$ cat src/shabs_pkg.sv
// Shared types and constants for the SHA-256 byte stream hasher.
package shabs_pkg;

  localparam logic [7:0] PAD_MARK = 8'h80;

  localparam logic [31:0] ROUND_K [64] = '{
    32'h428a2f98, 32'h71374491, 32'hb5c0fbcf, 32'he9b5dba5,
    32'h3956c25b, 32'h59f111f1, 32'h923f82a4, 32'hab1c5ed5,
    32'hd807aa98, 32'h12835b01, 32'h243185be, 32'h550c7dc3,
    32'h72be5d74, 32'h80deb1fe, 32'h9bdc06a7, 32'hc19bf174,
    32'he49b69c1, 32'hefbe4786, 32'h0fc19dc6, 32'h240ca1cc,
    32'h2de92c6f, 32'h4a7484aa, 32'h5cb0a9dc, 32'h76f988da,
    32'h983e5152, 32'ha831c66d, 32'hb00327c8, 32'hbf597fc7,
    32'hc6e00bf3, 32'hd5a79147, 32'h06ca6351, 32'h14292967,
    32'h27b70a85, 32'h2e1b2138, 32'h4d2c6dfc, 32'h53380d13,
    32'h650a7354, 32'h766a0abb, 32'h81c2c92e, 32'h92722c85,
    32'ha2bfe8a1, 32'ha81a664b, 32'hc24b8b70, 32'hc76c51a3,
    32'hd192e819, 32'hd6990624, 32'hf40e3585, 32'h106aa070,
    32'h19a4c116, 32'h1e376c08, 32'h2748774c, 32'h34b0bcb5,
    32'h391c0cb3, 32'h4ed8aa4a, 32'h5b9cca4f, 32'h682e6ff3,
    32'h748f82ee, 32'h78a5636f, 32'h84c87814, 32'h8cc70208,
    32'h90befffa, 32'ha4506ceb, 32'hbef9a3f7, 32'hc67178f2
  };

  localparam logic [31:0] INIT_HASH [8] = '{
    32'h6a09e667, 32'hbb67ae85, 32'h3c6ef372, 32'ha54ff53a,
    32'h510e527f, 32'h9b05688c, 32'h1f83d9ab, 32'h5be0cd19
  };

  typedef enum logic [1:0] {
    BSEL_IN   = 2'd0,
    BSEL_MARK = 2'd1,
    BSEL_ZERO = 2'd2,
    BSEL_LEN  = 2'd3
  } byte_sel_t;

  typedef struct packed {
    logic        absorb;
    byte_sel_t   byte_sel;
    logic        len_add;
    logic        init_work;
    logic        round;
    logic        fold;
    logic        reinit;
    logic [5:0]  round_idx;
    logic [2:0]  word_idx;
  } dp_cmd_t;

  typedef struct packed {
    logic [5:0] byte_cnt;
  } dp_status_t;

endpackage

$ cat src/shabs_dp.sv
// Datapath: block buffer, message schedule, round logic, chain value, bit length.
module shabs_dp #(
  parameter int LenBits = 64
) (
  input  logic                 clk,
  input  logic                 rst_n,
  input  shabs_pkg::dp_cmd_t   cmd,
  input  logic [7:0]           in_data_byte,
  output shabs_pkg::dp_status_t status,
  output logic [31:0]          digest_word
);

  function automatic logic [31:0] rotr(input logic [31:0] x, input int n);
    rotr = (x >> n) | (x << (32 - n));
  endfunction

  logic [31:0]        chain_r [8];
  logic [31:0]        work_r  [8];
  logic [31:0]        win_r   [16];
  logic [5:0]         cnt_r;
  logic [LenBits-1:0] len_r;

  logic [63:0] len64;
  logic [7:0]  len_byte;
  logic [7:0]  abs_byte;
  logic [31:0] big0, big1, ch, maj, t1, t2, s0, s1, w_new;

  assign len64    = 64'(len_r);
  // length goes out most significant byte first, at block bytes 56..63
  assign len_byte = 8'(len64 >> {~cnt_r[2:0], 3'b000});

  always_comb begin
    unique case (cmd.byte_sel)
      shabs_pkg::BSEL_IN:   abs_byte = in_data_byte;
      shabs_pkg::BSEL_MARK: abs_byte = shabs_pkg::PAD_MARK;
      shabs_pkg::BSEL_ZERO: abs_byte = 8'h00;
      shabs_pkg::BSEL_LEN:  abs_byte = len_byte;
      default:              abs_byte = 8'h00;
    endcase
  end

  always_comb begin
    big1  = rotr(work_r[4], 6) ^ rotr(work_r[4], 11) ^ rotr(work_r[4], 25);
    big0  = rotr(work_r[0], 2) ^ rotr(work_r[0], 13) ^ rotr(work_r[0], 22);
    ch    = (work_r[4] & work_r[5]) ^ (~work_r[4] & work_r[6]);
    maj   = (work_r[0] & work_r[1]) ^ (work_r[0] & work_r[2]) ^ (work_r[1] & work_r[2]);
    t1    = work_r[7] + big1 + ch + shabs_pkg::ROUND_K[cmd.round_idx] + win_r[0];
    t2    = big0 + maj;
    s0    = rotr(win_r[1], 7) ^ rotr(win_r[1], 18) ^ (win_r[1] >> 3);
    s1    = rotr(win_r[14], 17) ^ rotr(win_r[14], 19) ^ (win_r[14] >> 10);
    w_new = win_r[0] + s0 + win_r[9] + s1;
  end

  // window holds W[t]..W[t+15]; bytes shift in at the low byte of win_r[15] while loading
  always_ff @(posedge clk) begin
    if (cmd.absorb) begin
      for (int i = 0; i < 15; i++) begin
        win_r[i] <= {win_r[i][23:0], win_r[i+1][31:24]};
      end
      win_r[15] <= {win_r[15][23:0], abs_byte};
    end else if (cmd.round) begin
      for (int i = 0; i < 15; i++) begin
        win_r[i] <= win_r[i+1];
      end
      win_r[15] <= w_new;
    end
    if (cmd.init_work) begin
      for (int i = 0; i < 8; i++) begin
        work_r[i] <= chain_r[i];
      end
    end else if (cmd.round) begin
      work_r[7] <= work_r[6];
      work_r[6] <= work_r[5];
      work_r[5] <= work_r[4];
      work_r[4] <= work_r[3] + t1;
      work_r[3] <= work_r[2];
      work_r[2] <= work_r[1];
      work_r[1] <= work_r[0];
      work_r[0] <= t1 + t2;
    end
  end

  always_ff @(posedge clk) begin
    if (!rst_n || cmd.reinit) begin
      for (int i = 0; i < 8; i++) begin
        chain_r[i] <= shabs_pkg::INIT_HASH[i];
      end
      cnt_r <= 6'd0;
      len_r <= '0;
    end else begin
      if (cmd.fold) begin
        for (int i = 0; i < 8; i++) begin
          chain_r[i] <= chain_r[i] + work_r[i];
        end
      end
      if (cmd.absorb) begin
        cnt_r <= cnt_r + 6'd1;
      end
      if (cmd.len_add) begin
        len_r <= len_r + LenBits'(8);
      end
    end
  end

  assign status.byte_cnt = cnt_r;
  assign digest_word     = chain_r[cmd.word_idx];

endmodule

$ cat src/shabs_ctrl.sv
// Controller: sequences byte loading, padding, compression rounds and digest output.
module shabs_ctrl (
  input  logic                  clk,
  input  logic                  rst_n,
  input  logic                  in_valid,
  output logic                  in_ready,
  input  logic                  in_byte_present,
  input  logic                  in_last_byte,
  output logic                  out_valid,
  input  logic                  out_ready,
  output logic [2:0]            out_word_index,
  output logic                  out_last_word,
  output shabs_pkg::dp_cmd_t    cmd,
  input  shabs_pkg::dp_status_t status
);

  typedef enum logic [5:0] {
    S_IDLE  = 6'b000001,
    S_PAD   = 6'b000010,
    S_LOAD  = 6'b000100,
    S_ROUND = 6'b001000,
    S_FOLD  = 6'b010000,
    S_OUT   = 6'b100000
  } state_t;

  state_t     state_r, state_nxt;
  logic       close_r, close_nxt;
  logic       mark_r, mark_nxt;
  logic       lenph_r, lenph_nxt;
  logic       lendone_r, lendone_nxt;
  logic [5:0] rnd_r, rnd_nxt;
  logic [2:0] widx_r, widx_nxt;
  logic       cnt_top;
  logic       in_req;
  logic       out_req;

  assign cnt_top = (status.byte_cnt == 6'd63);
  assign in_req  = in_valid && in_ready;
  assign out_req = out_valid && out_ready;

  assign in_ready       = (state_r == S_IDLE);
  assign out_valid      = (state_r == S_OUT);
  assign out_word_index = widx_r;
  assign out_last_word  = (widx_r == 3'd7);

  always_comb begin
    state_nxt   = state_r;
    close_nxt   = close_r;
    mark_nxt    = mark_r;
    lenph_nxt   = lenph_r;
    lendone_nxt = lendone_r;
    rnd_nxt     = rnd_r;
    widx_nxt    = widx_r;
    cmd           = '0;
    cmd.byte_sel  = shabs_pkg::BSEL_IN;
    cmd.round_idx = rnd_r;
    cmd.word_idx  = widx_r;
    unique case (state_r)
      S_IDLE: begin
        mark_nxt    = 1'b0;
        lenph_nxt   = 1'b0;
        lendone_nxt = 1'b0;
        if (in_req) begin
          cmd.absorb  = in_byte_present;
          cmd.len_add = in_byte_present;
          close_nxt   = in_last_byte;
          if (in_byte_present && cnt_top) begin
            state_nxt = S_LOAD;
          end else if (in_last_byte) begin
            state_nxt = S_PAD;
          end
        end
      end
      S_PAD: begin
        cmd.absorb = 1'b1;
        if (!mark_r) begin
          cmd.byte_sel = shabs_pkg::BSEL_MARK;
          mark_nxt     = 1'b1;
        end else if (lenph_r || status.byte_cnt == 6'd56) begin
          cmd.byte_sel = shabs_pkg::BSEL_LEN;
          lenph_nxt    = 1'b1;
          lendone_nxt  = cnt_top;
        end else begin
          cmd.byte_sel = shabs_pkg::BSEL_ZERO;
        end
        if (cnt_top) begin
          state_nxt = S_LOAD;
        end
      end
      S_LOAD: begin
        cmd.init_work = 1'b1;
        rnd_nxt       = 6'd0;
        state_nxt     = S_ROUND;
      end
      S_ROUND: begin
        cmd.round = 1'b1;
        rnd_nxt   = rnd_r + 6'd1;
        if (rnd_r == 6'd63) begin
          state_nxt = S_FOLD;
        end
      end
      S_FOLD: begin
        cmd.fold = 1'b1;
        priority if (close_r && lendone_r) begin
          widx_nxt  = 3'd0;
          state_nxt = S_OUT;
        end else if (close_r) begin
          state_nxt = S_PAD;
        end else begin
          state_nxt = S_IDLE;
        end
      end
      S_OUT: begin
        if (out_req) begin
          widx_nxt = widx_r + 3'd1;
          if (widx_r == 3'd7) begin
            cmd.reinit = 1'b1;
            close_nxt  = 1'b0;
            state_nxt  = S_IDLE;
          end
        end
      end
      default: begin
        state_nxt = S_IDLE;
      end
    endcase
  end

  always_ff @(posedge clk) begin
    if (!rst_n) begin
      state_r   <= S_IDLE;
      close_r   <= 1'b0;
      mark_r    <= 1'b0;
      lenph_r   <= 1'b0;
      lendone_r <= 1'b0;
      rnd_r     <= 6'd0;
      widx_r    <= 3'd0;
    end else begin
      state_r   <= state_nxt;
      close_r   <= close_nxt;
      mark_r    <= mark_nxt;
      lenph_r   <= lenph_nxt;
      lendone_r <= lendone_nxt;
      rnd_r     <= rnd_nxt;
      widx_r    <= widx_nxt;
    end
  end

endmodule

$ cat src/sha256_byte_stream_hasher.sv
// Top level of the SHA-256 byte stream hasher.
//
//   channel  direction  handshake           payload
//   in_      input      in_valid/in_ready   in_data_byte, in_byte_present, in_last_byte
//   out_     output     out_valid/out_ready out_digest_word, out_word_index, out_last_word
//
// The 64th byte of a block starts a compression: one step loads the working
// variables, 64 rounds run on the single round unit, one step folds into the
// chain value. Closing pads one byte per cycle and compresses once or twice
// more, then the eight words leave one per accepted request. in_ready is low
// from a block-filling or closing request until the block is idle again.
// Reset is synchronous and loads the initial hash words.
module sha256_byte_stream_hasher #(
  parameter int LENGTH_COUNTER_BITS = 64
) (
  input  logic        clk,
  input  logic        rst_n,
  input  logic        in_valid,
  output logic        in_ready,
  input  logic [7:0]  in_data_byte,
  input  logic        in_byte_present,
  input  logic        in_last_byte,
  output logic        out_valid,
  input  logic        out_ready,
  output logic [31:0] out_digest_word,
  output logic [2:0]  out_word_index,
  output logic        out_last_word
);

  shabs_pkg::dp_cmd_t    cmd;
  shabs_pkg::dp_status_t status;

  shabs_ctrl u_ctrl (
    .clk             (clk),
    .rst_n           (rst_n),
    .in_valid        (in_valid),
    .in_ready        (in_ready),
    .in_byte_present (in_byte_present),
    .in_last_byte    (in_last_byte),
    .out_valid       (out_valid),
    .out_ready       (out_ready),
    .out_word_index  (out_word_index),
    .out_last_word   (out_last_word),
    .cmd             (cmd),
    .status          (status)
  );

  shabs_dp #(
    .LenBits (LENGTH_COUNTER_BITS)
  ) u_dp (
    .clk          (clk),
    .rst_n        (rst_n),
    .cmd          (cmd),
    .in_data_byte (in_data_byte),
    .status       (status),
    .digest_word  (out_digest_word)
  );

endmodule

$ cat config.mk
export PLATFORM = sky130hd
export DESIGN_NAME = sha256_byte_stream_hasher
export DESIGN_NICKNAME = d
export VERILOG_FILES = /design/src/shabs_pkg.sv /design/src/shabs_dp.sv /design/src/shabs_ctrl.sv /design/src/sha256_byte_stream_hasher.sv
export SDC_FILE = /design/constraint.sdc
export NUM_CORES = 2
export LEC_CHECK = 0
export BUFFER_PORTS_ARGS = -buffer_cell sky130_fd_sc_hd__buf_4
export CELL_PAD_IN_SITES_DETAIL_PLACEMENT = 0
export CELL_PAD_IN_SITES_GLOBAL_PLACEMENT = 2
export CORE_MARGIN = 3
export CORE_UTILIZATION = 45
export CTS_BUF_LIST = sky130_fd_sc_hd__clkbuf_8
export CTS_CLUSTER_DIAMETER = 40
export CTS_CLUSTER_SIZE = 25
export DETAILED_ROUTE_END_ITERATION = 10
export HOLD_SLACK_MARGIN = 0.08
export PLACE_DENSITY = 0.94
export SYNTH_ARGS = -nofsm -noshare
export SYNTH_HDL_FRONTEND = slang
export SYNTH_SLANG_ARGS = --single-unit
$ cat constraint.sdc
create_clock -name clk -period 40.9 [get_ports clk]
set_clock_uncertainty 0.15 [all_clocks]
set_input_delay 6.135 -clock clk [delete_from_list [all_inputs] [get_ports clk]]
set_output_delay 6.135 -clock clk [all_outputs]
set_load 0.01 [all_outputs]
== After elaboration in Yosys (flattened, before gate mapping) ==
Memories as Yosys holds them, arrays and structs flattened. A register that Yosys moved wholly into a read port is not among the register bits.
Index checks and enable logic that the tools add are counted.

* Bitwise operators: 61
* $lt $le $gt $ge: 1
* Reduce and logical (&&, ||, !) cells: 16
* Equality and inequality tests: 22
* Multiplexer cells: 88
* $add $sub $neg: 22
* Shift-type cells: 1

{| class="wikitable"
|+ Operator list
! operator !! number
|-
| $mux 32 || 34
|-
| $add 32x32->32 || 18
|-
| $xor 32x32->32 || 9
|-
| $and 32x32->32 || 5
|-
| $add 64x4->64 const B || 1
|-
| $shr 64x6->8 || 1
|-
| $mux 6 || 8
|-
| $pmux 6 s6 || 1
|-
| $not 32->32 || 1
|-
| $or 1x1->1 || 32
|-
| $or 10x32->32 || 1
|-
| $or 13x32->32 || 1
|-
| $or 14x32->32 || 1
|-
| $or 15x32->32 || 1
|-
| $or 19x32->32 || 1
|-
| $or 21x32->32 || 1
|-
| $or 25x32->32 || 1
|-
| $or 26x32->32 || 1
|-
| $or 30x32->32 || 1
|-
| $or 7x32->32 || 1
|-
| $pmux 8 s4 || 1
|-
| $xor 32x22->32 || 1
|-
| $xor 32x29->32 || 1
|-
| $mux 1 || 30
|-
| 30 further kinds || 58
|}

* Bits in writable memories: 1024
* Input bits: 14
* Memories: 4
* Bits in registers: 89
* Output and inout port bits: 38
* Word-level logic and storage cells: 224
* Memory bits (read-only): 2048

{| class="wikitable"
|+ Memory list
! memory !! words !! width !! read ports !! clocked after Yosys merged registers in !! wr ports !! line !! source
|-
| (name not given) || 64 || 32 || 1 || 0 || 0 || shabs_dp.sv:47 || <nowiki>t1 = work_r[7] + big1 + ch + shabs_pkg::ROUND_K[cmd.round_idx] + win_r[0];</nowiki>
|-
| u_dp.win_r || 16 || 32 || 16 || 0 || 16 || shabs_dp.sv:19 || <nowiki>logic [31:0] win_r [16];</nowiki>
|-
| u_dp.chain_r || 8 || 32 || 9 || 1 || 8 || shabs_dp.sv:17 || <nowiki>logic [31:0] chain_r [8];</nowiki>
|-
| u_dp.work_r || 8 || 32 || 8 || 0 || 8 || shabs_dp.sv:18 || <nowiki>logic [31:0] work_r [8];</nowiki>
|}

== Depth between registers and ports, before layout ==
An unclocked memory read counts as a cell.

* Depth after elaboration: 10
* Depth in mapped cells: 44

== Modules after synthesis ==
Synthesis repeated with hierarchy kept, for this count alone.

* Cells, all modules: 6907
* Area, all modules: 74701.6 µm²

{| class="wikitable"
|+ By module, submodules not included
! module !! times used !! cells each !! area each (µm²) !! seq. area each (µm²)
|-
| shabs_dp || 1 || 6783 || 73614.4 || 32090.8
|-
| shabs_ctrl || 1 || 124 || 1087.3 || 380.4
|}

== Worst setup path before layout ==
No wires, ideal clock.

* Path type: input-to-reg
* Start point: input port in_valid
* End point: memory u_dp.win_r[0][0] (enable)
* Setup slack: 22045 ps
* Arrival time: 15073 ps
* Data required time: 37118 ps
* Path buffers: 2
* Library setup time: 3632 ps
* Stages: 5
* Cell sequence: nand3_1 -> and2_1 -> clkbuf_1 -> clkbuf_1 -> nand2_1

{| class="wikitable"
|+ RTL lines
! element !! line !! source
|-
| start: declaration || sha256_byte_stream_hasher.sv:18 || <nowiki>input logic in_valid,</nowiki>
|-
| end: declaration || shabs_dp.sv:19 ||
|}

==> flow_summary.yaml <==
clock_network:
  cts_made_buffers: 207
  cts_tree: "done"
  clk_pin_slew_ns: 0.07
  cts_root_buf: "clkbuf_8"
  htreeDepth: 4
  clkLatencyLatePin_ns: 1.02
  cts_hold_buf: 0
  cts_setup_buffers: 0
  cts_buffer_depth: 3
  cts-resized-gates: 0
  clock_sinks: 1113
worst_setup_path:
  r2r_start: "u_ctrl.rnd_r[1]$_SDFFE_PN0P_"
  critPathMaxStageDelay_ns: 0.88
  critPathLaunch: "u_ctrl.rnd_r[1]$_SDFFE_PN0P_"
  worst_setup_path_end_kind: "flop"
  slowest_stage: "nor2_1"
  start_kind: "flop"
  rrSetupSlack_ns: 30.10
  crit_path_max_fanout: 16
  cp_data_required_time_ns: 41.45
  path_class: "flop to flop"
  ff2ff_path_depth: 38
  timing.rr.end: "u_dp.work_r[0][29]$_DFFE_PP_"
  cpMostUsedCell: "a21oi_1"
  crit_arrival_ns: 11.34
hold_path:
  worstHoldPathCells: 2
  min_to: "u_ctrl.mark_r$_SDFFE_PN0N_"
  hold_start: "u_ctrl.mark_r$_SDFFE_PN0N_"
  hp-class: "flop to flop"
final_layout:
  final_common_cell: "nand2_1"
  layout-drive-gt1-share_pct: 8.153
  mostFrequentLayoutCells: "2412 x nand2_1, 1024 x edfxtp_1, 399 x ha_1"
  final_nets: 8471
  final_area_um2: 81790
  syn_to_final_growth_pct: 9.232
sta:
  slew_headroom_pct: 14.82
  slew_viol_final: 0
  period_needed_ns: 10.80
  setup_viol: 0
  finalSetupTns_ns: 0
  tightestPinTransition_ns: 1.264
  final-hold-violation-count: 0
  fmax_mhz: 92.63
  rsz0062_at_grt: "no"
  finalCritPeriodShare_pct: 26.40
power_and_ir_drop:
  pwr-share-seq_pct: 30.9
  p_int_w: 0.003300
  pwr-share-clk_pct: 21.9
  p_sw_w: 0.002345
  combPwrFrac_pct: 47.2
  p_leak_nw: 33.79
  peakVddDrop_v: 0.00009535
  power.density_nw_per_um2: 69.01
  sw_frac_of_total_pct: 41.54
grt:
  grt_pass1_wl_mm: 356.7
  antenna_found_initial: 4
  grt_start_max_net_pins: 202
  grtUsageTotal_pct: 27.69
  overflow: 0
  use_met3_pct: 5.667
  met1_usage_pct: 43.11
  busiest_layer: "met1"
  grt_pass1_vias: 54680
  grt_use_met2_pct: 38.49
die:
  fp.dieH_um: 413.9
  io_pins: 52
  start_util_pct: 45.33
  fp-row-count: 149
  dieArea_um2: 171300
  core_um2: 165200
  die_x_um: 413.9
synth:
  ys.warnings.count: 0
  synth-edff-count: 1024
  syn_area_um2: 74880
  ys_seq_area_share_pct: 43.44
  syn_inst: 7954
  synth_top_area_share_pct: 41.07
  synth_area_per_cell_um2: 9.414
  ys.flop_type: "edfxtp_1"
  yosysUniqueCellTypes: 99
  synth-seq-cells: 1113
  synthesis.nets: 8562
  ys_async_sr_fraction_pct: 0
  yosysTopAreaCell: "edfxtp_1"
  yosys-top-cells-area: "edfxtp_1 41%, nand2_1 12%, ha_1 6.7%"
place:
  io_buffers: 51
  dpl.hpwl_mm: 176.6
  place_congestion: 0.9620
  placedInstanceArea_um2: 77070
drt:
  wl_mm: 240.1
  firstDrtPassIters: 6
  drc_errors: 0
  drtAntennaViolNets: 0
  drtIter0Drc: 6599
  drt-wirelength-per-cell_um: 23.45
  vias: 58290
  vias_per_cell: 5.692
run:
  cap_violations: 0
outcome:
  status: "finished, final reports clean"
sequential cells by signal, summed over array words and instances (netlist names), named ones only:
| signal | flops |
|---|---|
| u_ctrl.lendone_r | 1 |
| u_dp.chain_r | 256 |
| u_dp.win_r | 512 |
| u_dp.work_r | 256 |
| u_ctrl.rnd_r | 6 |
| u_dp.len64 | 61 |
| u_ctrl.mark_r | 1 |
| u_ctrl.close_r | 1 |
| u_ctrl.lenph_r | 1 |
| u_dp.status | 6 |
| u_ctrl.out_word_index | 3 |
| u_ctrl.state_r | 6 |
worst max-delay path: cells and delay by family (launching register included):
family          cells  cell delay, ns
compound gates     16            3.71
fa+ha+maj           7            3.36
simple gates        9            1.96
buf+inv             4            0.61
flops               1            0.34
xor+xnor            2            0.34
cells by family (layout without fill, tap and decap cells):
group / count (synthesis) / in the layout / share of synthesized area (%)
simple gates: 3323 / 3323 / 18.40
compound gates: 1358 / 1358 / 11.32
flops: 1113 / 1113 / 43.44
buf+inv: 777 / 869 / 3.913
xor+xnor: 624 / 624 / 7.317
fa+ha+maj: 597 / 597 / 11.92
mux: 162 / 162 / 3.679
other cells: 0 / 6 / 0
worst max-delay path by stage:
stage | to | slack (ns) | depth (start not counted)
CTS | out_digest_word[19] | 30.22 | 5
global placement | u_dp.work_r[0][31]$_DFFE_PP_ | 30.50 | 39
detailed placement | u_dp.work_r[0][29]$_DFFE_PP_ | 30.46 | 38
finish | u_dp.work_r[0][29]$_DFFE_PP_ | 30.10 | 38
global route | u_dp.work_r[0][29]$_DFFE_PP_ | 29.56 | 41
floorplan | u_dp.win_r[0][0]$_DFFE_PP_ | 22.05 | 5
cell type report:
type	instances	area, µm²
inverter	359	1356
clock buffer	208	2863
antenna	6	15.01
multi-input combinational	6064	39480
fill	15480	83380
tap	2189	2739
clock inverter	184	1846
sequential	1113	32550
timing repair buffer	118	948.4
Yosys cell counts (13+ instances only):
cell and number:
mux2_2 36, and3_1 48, o211ai_1 31, o21bai_1 32, or3_1 33, nor2_1 372, o21a_1 52, nand3_1 84
a21oi_1 367, a21boi_0 15, clkbuf_1 387, a21o_1 201, o31ai_1 26, dfxtp_1 89, xor2_1 253, a211oi_1 38
mux4_2 87, nor3_1 78, nor2b_1 70, nand3b_1 13, xnor2_1 370, o21ai_0 394, nand2_1 2417, ha_1 399
fa_1 195, and4_1 13, mux2i_1 39, nand4_1 28, a31oi_1 46, inv_1 353, buf_1 27, and2_1 27
edfxtp_1 1024, nand2b_1 88
per-stage QoR:
stage	util (%)	hold slack [ns]	cells	total power (W)	setup slack [ns]
5_1_grt	49.51	0.3665	10240	0.006036	29.56
4_1_cts	49.51	0.3140	10240	0.005642	30.22
3_3_place_gp	46.66	0.3019	9843	0.004366	30.50
3_5_place_dp	46.66	0.3029	9843	0.004383	30.46
6_report	49.52	0.3147	10240	0.005645	30.10
2_1_floorplan	-	0.2821	7954	0.003719	22.05
per-layer routing:
metal	routed length (µm)	vias to the layer above
met5	13	-
met3	19800	306
li1	-	27200
met1	114800	28560
met2	99030	2223
met4	6430	2
power by group through the flow:
| stage | combinational [W] | clock [W] | sequential [W] |
|---|---|---|---|
| global route | 0.00296 | 0.00131 | 0.00176 |
| detailed placement | 0.00262 | 0 | 0.00176 |
| floorplan | 0.00200 | 0 | 0.00171 |
| CTS | 0.00264 | 0.00126 | 0.00174 |
| finish | 0.00267 | 0.00123 | 0.00174 |
| global placement | 0.00261 | 0 | 0.00176 |
Note: power is estimated with default switching activity, not from simulation.
